===== config.mk =====
export PLATFORM = sky130hd
export DESIGN_NAME = fpml_coef_mul
export DESIGN_NICKNAME = d
export VERILOG_FILES = /design/src/rtl/fpml_pkg.sv /design/src/rtl/fpml_coef_mul.sv
export SDC_FILE = /design/constraint.sdc
export NUM_CORES = 2
export LEC_CHECK = 0
export BUFFER_PORTS_ARGS = -buffer_cell sky130_fd_sc_hd__buf_2
export CAP_MARGIN = 30
export CORE_MARGIN = 1
export CORE_UTILIZATION = 35
export DETAILED_ROUTE_END_ITERATION = 7
export GPL_TIMING_DRIVEN = 0
export SKIP_CTS_REPAIR_TIMING = 1
export SLEW_MARGIN = 30
export SYNTH_ARGS = -nofsm -noshare
export SYNTH_HDL_FRONTEND = slang
export SYNTH_SLANG_ARGS = --single-unit
export TNS_END_PERCENT = 100

===== constraint.sdc =====
create_clock -name clock -period 13.4 [get_ports clock]
set_clock_uncertainty 0.05 [all_clocks]
set_input_delay 0.67 -clock clock [delete_from_list [all_inputs] [get_ports clock]]
set_output_delay 0.67 -clock clock [all_outputs]
set_load 0.05 [all_outputs]

===== src/rtl/fpml_pkg.sv =====
// Package for the FDTD PML cell update core: field and coefficient widths,
// function codes, transaction payload types and the saturation helpers.
// No dependencies.
package fpml_pkg;

   localparam int FIELD_W   = 32;              // Q16.16 field word
   localparam int COEF_W    = 18;              // unsigned Q2.16 coefficient
   localparam int COEF_FRAC = COEF_W - 2;
   localparam int DIFF_W    = FIELD_W + 1;     // exact difference of two fields
   localparam int SCALED_W  = DIFF_W + 3;      // floor(diff * coef / 2^COEF_FRAC)
   localparam int SUM_W     = SCALED_W + 1;    // sum of two scaled terms

   localparam logic [1:0] FUNC_INTERIOR = 2'd0;
   localparam logic [1:0] FUNC_PML      = 2'd1;
   localparam logic [1:0] FUNC_MATERIAL = 2'd2;
   localparam logic [1:0] FUNC_PASS     = 2'd3;

   typedef struct packed {
      logic [1:0]         func;
      logic [FIELD_W-1:0] first_upper;
      logic [FIELD_W-1:0] first_lower;
      logic [FIELD_W-1:0] second_upper;
      logic [FIELD_W-1:0] second_lower;
      logic [COEF_W-1:0]  first_step_coef;
      logic [COEF_W-1:0]  second_step_coef;
      logic [FIELD_W-1:0] old_value;
      logic [COEF_W-1:0]  decay_coef;
      logic [COEF_W-1:0]  gain_coef;
      logic [COEF_W-1:0]  integ_coef;
      logic [FIELD_W-1:0] accum_in;
   } req_type;

   typedef struct packed {
      logic [FIELD_W-1:0] new_value;
      logic [FIELD_W-1:0] new_accum;
      logic               saturated;
   } rsp_type;

   typedef struct packed {
      logic [FIELD_W-1:0] value;
      logic               clip;
   } sat_type;

   function automatic logic signed [SUM_W-1:0] ext_field(input logic [FIELD_W-1:0] x);
      ext_field = $signed({{(SUM_W-FIELD_W){x[FIELD_W-1]}}, x});
   endfunction

   function automatic logic signed [SUM_W-1:0] ext_scaled(input logic [SCALED_W-1:0] x);
      ext_scaled = $signed({{(SUM_W-SCALED_W){x[SCALED_W-1]}}, x});
   endfunction

   function automatic logic signed [DIFF_W-1:0] ext_diff(input logic [FIELD_W-1:0] x);
      ext_diff = $signed({x[FIELD_W-1], x});
   endfunction

   // clip a wide signed value to the field range
   function automatic sat_type sat_field(input logic [SUM_W-1:0] x);
      logic [SUM_W-FIELD_W:0] upper;
      sat_type                r;
      upper = x[SUM_W-1:FIELD_W-1];
      if (upper == '0 || upper == '1) begin
         r.value = x[FIELD_W-1:0];
         r.clip  = 1'b0;
      end else if (x[SUM_W-1]) begin
         r.value = {1'b1, {(FIELD_W-1){1'b0}}};
         r.clip  = 1'b1;
      end else begin
         r.value = {1'b0, {(FIELD_W-1){1'b1}}};
         r.clip  = 1'b1;
      end
      return r;
   endfunction

endpackage


===== src/rtl/fpml_coef_mul.sv =====
// Registered signed-by-unsigned coefficient multiplier with floor scaling.
// Depends on fpml_pkg for default widths.
module fpml_coef_mul
   import fpml_pkg::*;
#(
   parameter int VALUE_WIDTH = DIFF_W,
   parameter int COEF_WIDTH  = COEF_W
) (
   input  logic                                 clock,
   input  logic signed [VALUE_WIDTH-1:0]        value_in,
   input  logic        [COEF_WIDTH-1:0]         coef_in,
   output logic signed [VALUE_WIDTH+2:0]        scaled_out
);

   localparam int PROD_W = VALUE_WIDTH + COEF_WIDTH + 1;
   localparam int FRAC   = COEF_WIDTH - 2;

   logic signed [PROD_W-1:0] prod_in;
   logic signed [PROD_W-1:0] prod_ff;

   assign prod_in = value_in * $signed({1'b0, coef_in});

   always_ff @(posedge clock) begin
      prod_ff <= prod_in;
   end

   // dropping low bits of a two's complement word rounds toward minus infinity
   assign scaled_out = prod_ff[PROD_W-1:FRAC];

endmodule


# ---- After elaboration in Yosys (flattened, before gate mapping)
# Index checks and enable logic that the tools add are counted.
# W data, S select, Z words.
dict set report word_totals {
  register_bits 52
  latchBits 0
  mem_bits_rw 0
  mem_bits_ro 0
  input_bits 52
  memories 0
}
dict set report classes {
  add_sub_neg 0
  n_mul 1
  div_mod_pow 0
  n_lt_le_gt_ge 0
  n_eq_ne 0
  shifts 0
  n_mux 0
  bitwise 0
  reduce_logical 0
}
# op count
set ops {}
lappend ops {{$mul A33 B19 Y52} 1}

# ---- Depth between registers and ports, before layout
dict set report depth {
  depth_word 1
  mapped_depth 24
}

# ---- Least setup slack after synthesis
# Ideal clock, no wire load.
dict set report synth_path {
  kind {input to register}
  startpoint {input port value_in[32]}
  endpoint {register prod_ff[51]}
  setup_ps 118
  t_arrival_ps 6243
  required_time_ps 13232
  path_slack_ps 6989
  path_stages 20
  path_cell_list {clkbuf_1 nand2_1 fa_1 fa_1 fa_1 inv_1 fa_1 inv_1 fa_1 fa_1 inv_1 ha_1 clkbuf_1 a21o_1 a21oi_1 nor2_1 o41ai_1 o221ai_1 a211o_1 xnor2_1}
}
dict set report synth_via {
  elab_chain_cells 1
}
# item line_no
set synth_lines {}
lappend synth_lines {{from (decl)} fpml_coef_mul.sv:10} ;# input logic signed [VALUE_WIDTH-1:0] value_in,
lappend synth_lines {{$mul A33 B19 Y52} fpml_coef_mul.sv:21} ;# assign prod_in = value_in * $signed({1'b0, coef_in});
lappend synth_lines {{via prod_in[51]} fpml_coef_mul.sv:18} ;# logic signed [PROD_W-1:0] prod_in;
lappend synth_lines {{to (signal assigned)} fpml_coef_mul.sv:24} ;# prod_ff <= prod_in;
lappend synth_lines {{to (decl)} fpml_coef_mul.sv:19} ;# logic signed [PROD_W-1:0] prod_ff;
# The timed path passes the listed nets, and every way through them passes these cells.

# ---- Final worst setup path
dict set report layout_path {
  startpoint {input port value_in[8]}
  endpoint {register prod_ff[48]}
}
# Same word-level chain as after synthesis.

==> out/results.tsv <==
stage	metric	value	unit
setup_path	crit-path max FO	10	
synthesis	post-synth top area cell	fa_1	
route	Post-DRT Antenna Nets	0	
clocking	CTS max path bufs	2	
grt	initial antenna violation count	3	
place	placed insts	3318	
clocking	CTS buffer count	5	
synthesis	main combinational cell family by area after synthesis	adder cells	
synthesis	number of library cell types mapped by synthesis	58	
layout	largest registers	prod_ff: 36 flops	
setup_path	Crit. End Element	flop	
sta	relative slew slack	36.58	%
setup_path	most frequent CP cell	fa_1	
clocking	Root Buffer	clkbuf_16	
synthesis	XOR/XNOR Fraction of Synth Area	1.612	%
clocking	CTS tree	done	
synthesis	Post-Synth Adder-Cell Area	59.88	%
setup_path	crit path kind	in2reg	
layout	fin nets	3292	
route	vias	16341	
clocking	CTS clk-pin slew, worst paths	0.06	ns
flow_run	Max-Cap Viols	0	
synthesis	ys async rst share	0	%
outcome	status	finished clean	
die	core area	60810	sq um
synthesis	sequential area share after synthesis	3.316	%
grt	GRT Total Usage	21.60	%
route	final WL	64320	um
synthesis	synth cell count leaders	inv_1, fa_1, nand2_1	
die	Core Rows	90	
place	detailed placement HPWL	55530	um
route	drt via density	4.912	
hold_path	HP Class	reg2out	
die	Starting Density	35.74	%
sta	Tcrit/Tclk final	57.62	%
grt	first-pass GRT wire length	102300	um
setup_path	delay-heaviest family, CP	adder cells	
setup_path	WP buf/inv	5	
setup_path	Critical Path, Cell by Cell	buf_2 > clkbuf_1 > nand2_1 > fa_1 > inv_1 > fa_1 > inv_1 > fa_1 > inv_1 > fa_1 > fa_1 > fa_1 > ha_1 > nand2_1 > a21oi_1 > a221oi_1 > a21oi_1 > o21ai_0 > a21oi_1 > a31oi_1 > xnor2_1	
route	Avg WL per Cell	19.33	um
synthesis	top_reg_cell synth	dfxtp_1	
setup_path	CP max stage delay	0.77	ns
die	die area	63100	sq um
synthesis	count leader, synth	inv_1	
place	Final GP Congestion	0.9419	
setup_path	Critical Path RT	13.56	ns
synthesis	number of synthesized register bits	36	
synthesis	simple-gate portion of the synthesized area	16.85	%
sta	slew at the pin closest to its max-slew limit	0.9514	ns
layout	register bank with the most flops	prod_ff	
clocking	H-tree depth	2	
synthesis	multiplexer area fraction after synthesis	0	%
synthesis	Mapped Area	21730	sq um
sta	FMAX	129.5	MHz
route	first-pass iteration count of the detailed router	5	
sta	Setup TNS	0	ns
synthesis	Post-synth EDFFs	0	
place	input/output buffers	87	
sta	RSZ-0062 raised after global routing	false	
layout	final cell count without fillers	3327	
setup_path	crit path DAT	7.89	ns
sta	WHS	1.391	ns
layout	max reg flops	36	
die	Ports	88	
clocking	# clock sinks	36	
setup_path	CP max stage cell	a221oi_1	
setup_path	Startpoint Class	input pin	
layout	Syn-to-layout area delta	7.202	%
synthesis	Synth Net Count	3198	
route	DRC	0	
grt	total congestion overflow	0	
synthesis	Synth Area per Inst	8.874	sq um
synthesis	warnings from Yosys	0	
sta	final setup vio count	0	
route	initial DRC count	1125	
die	die width	251.2	um
die	die height	251.2	um
synthesis	top cells by area, synth	fa_1, inv_1, and2_1	
hold_path	WHS Path Cells	1	
synthesis	Cells after Synth	2449	
synthesis	top cell type's share of synthesized area	52.69	%
hold_path	HP Start	prod_ff[31]$_DFF_P_	
synthesis	Compound-Gate Fraction of Synth Area	4.606	%
sta	endpoints failing hold	0	
sta	min Tclk post-route	7.721	ns
layout	proportion of layout cells with a drive suffix above 1	4.403	%
hold_path	Hold Path End	scaled_out[15]	
grt	number of global-route vias before repair	17871	
sta	Max Slew Vio Count	0	
grt	pin count of the biggest net entering global routing	14	
[layout by cell type (no fill, tap or decap), types with 5 or more instances in the layout]
cell type    n
a21oi_1     51
nand3_1     12
nor2b_1      6
nor2_1      27
and3_1       7
clkbuf_16    5
ha_1       125
and2_1     313
inv_1      694
a21o_1      21
a31oi_1      5
xnor2_1     27
nor3_1       7
fa_1       572
o21bai_1     7
nand4_1     13
nand2_1    326
xor2_1      13
dfxtp_1     36
clkbuf_1    94
buf_2       90
o21ai_0     34
[routing by layer]
metal	GRT usage [%]	wire (um)	up-vias
met5	0	17	-
met4	7.578	2775	2
met3	4.307	5371	115
met2	36.51	30480	649
met1	27.41	25680	8402
li1	-	-	7173
[worst max path at each step]
| stage | cells after the start | slack (ns) | endpoint | from |
|---|---|---|---|---|
| floorplan | 20 | 6.99 | prod_ff[51]$_DFF_P_ | value_in[32] |
| finish | 21 | 5.68 | prod_ff[48]$_DFF_P_ | value_in[8] |
| global route | 21 | 5.66 | prod_ff[44]$_DFF_P_ | value_in[8] |
| global placement | 21 | 5.55 | prod_ff[48]$_DFF_P_ | value_in[8] |
| CTS | 21 | 5.84 | prod_ff[48]$_DFF_P_ | value_in[8] |
| detailed placement | 21 | 5.56 | prod_ff[48]$_DFF_P_ | value_in[8] |
[per-stage QoR]
step / util (%) / setup WS (ns) / cell area (sq um)
after global routing: 38.31 / 5.656 / 23300
final: 38.31 / 5.679 / 23300
after floorplan: - / 6.989 / 21730
after CTS: 38.31 / 5.843 / 23300
after global placement: 38.07 / 5.548 / 23150
after detailed placement: 38.07 / 5.556 / 23150
[final cells by class]
cell class | instances | area [sq um]
diodes | 1 | 2.502
plain buffers | 99 | 380.4
clock buffers | 5 | 125.1
clock inverters | 3 | 23.77
fillers | 6307 | 37510
inverters | 694 | 2605
multi-input cells | 1620 | 18030
flip-flops and latches | 36 | 720.7
well taps | 782 | 978.4
repair buffers | 87 | 435.4
[logic make-up after synthesis]
family | Yosys count
buffers and inverters | 793
and+or+nand+nor | 728
adders and majority gates | 697
AOI/OAI and AO/OA | 155
xor gates and xnor gates | 40
DFF | 36
Power is left out: the tool's default activity adds up to more than one toggle a clock period on the data nets, which glitch-free logic cannot reach.
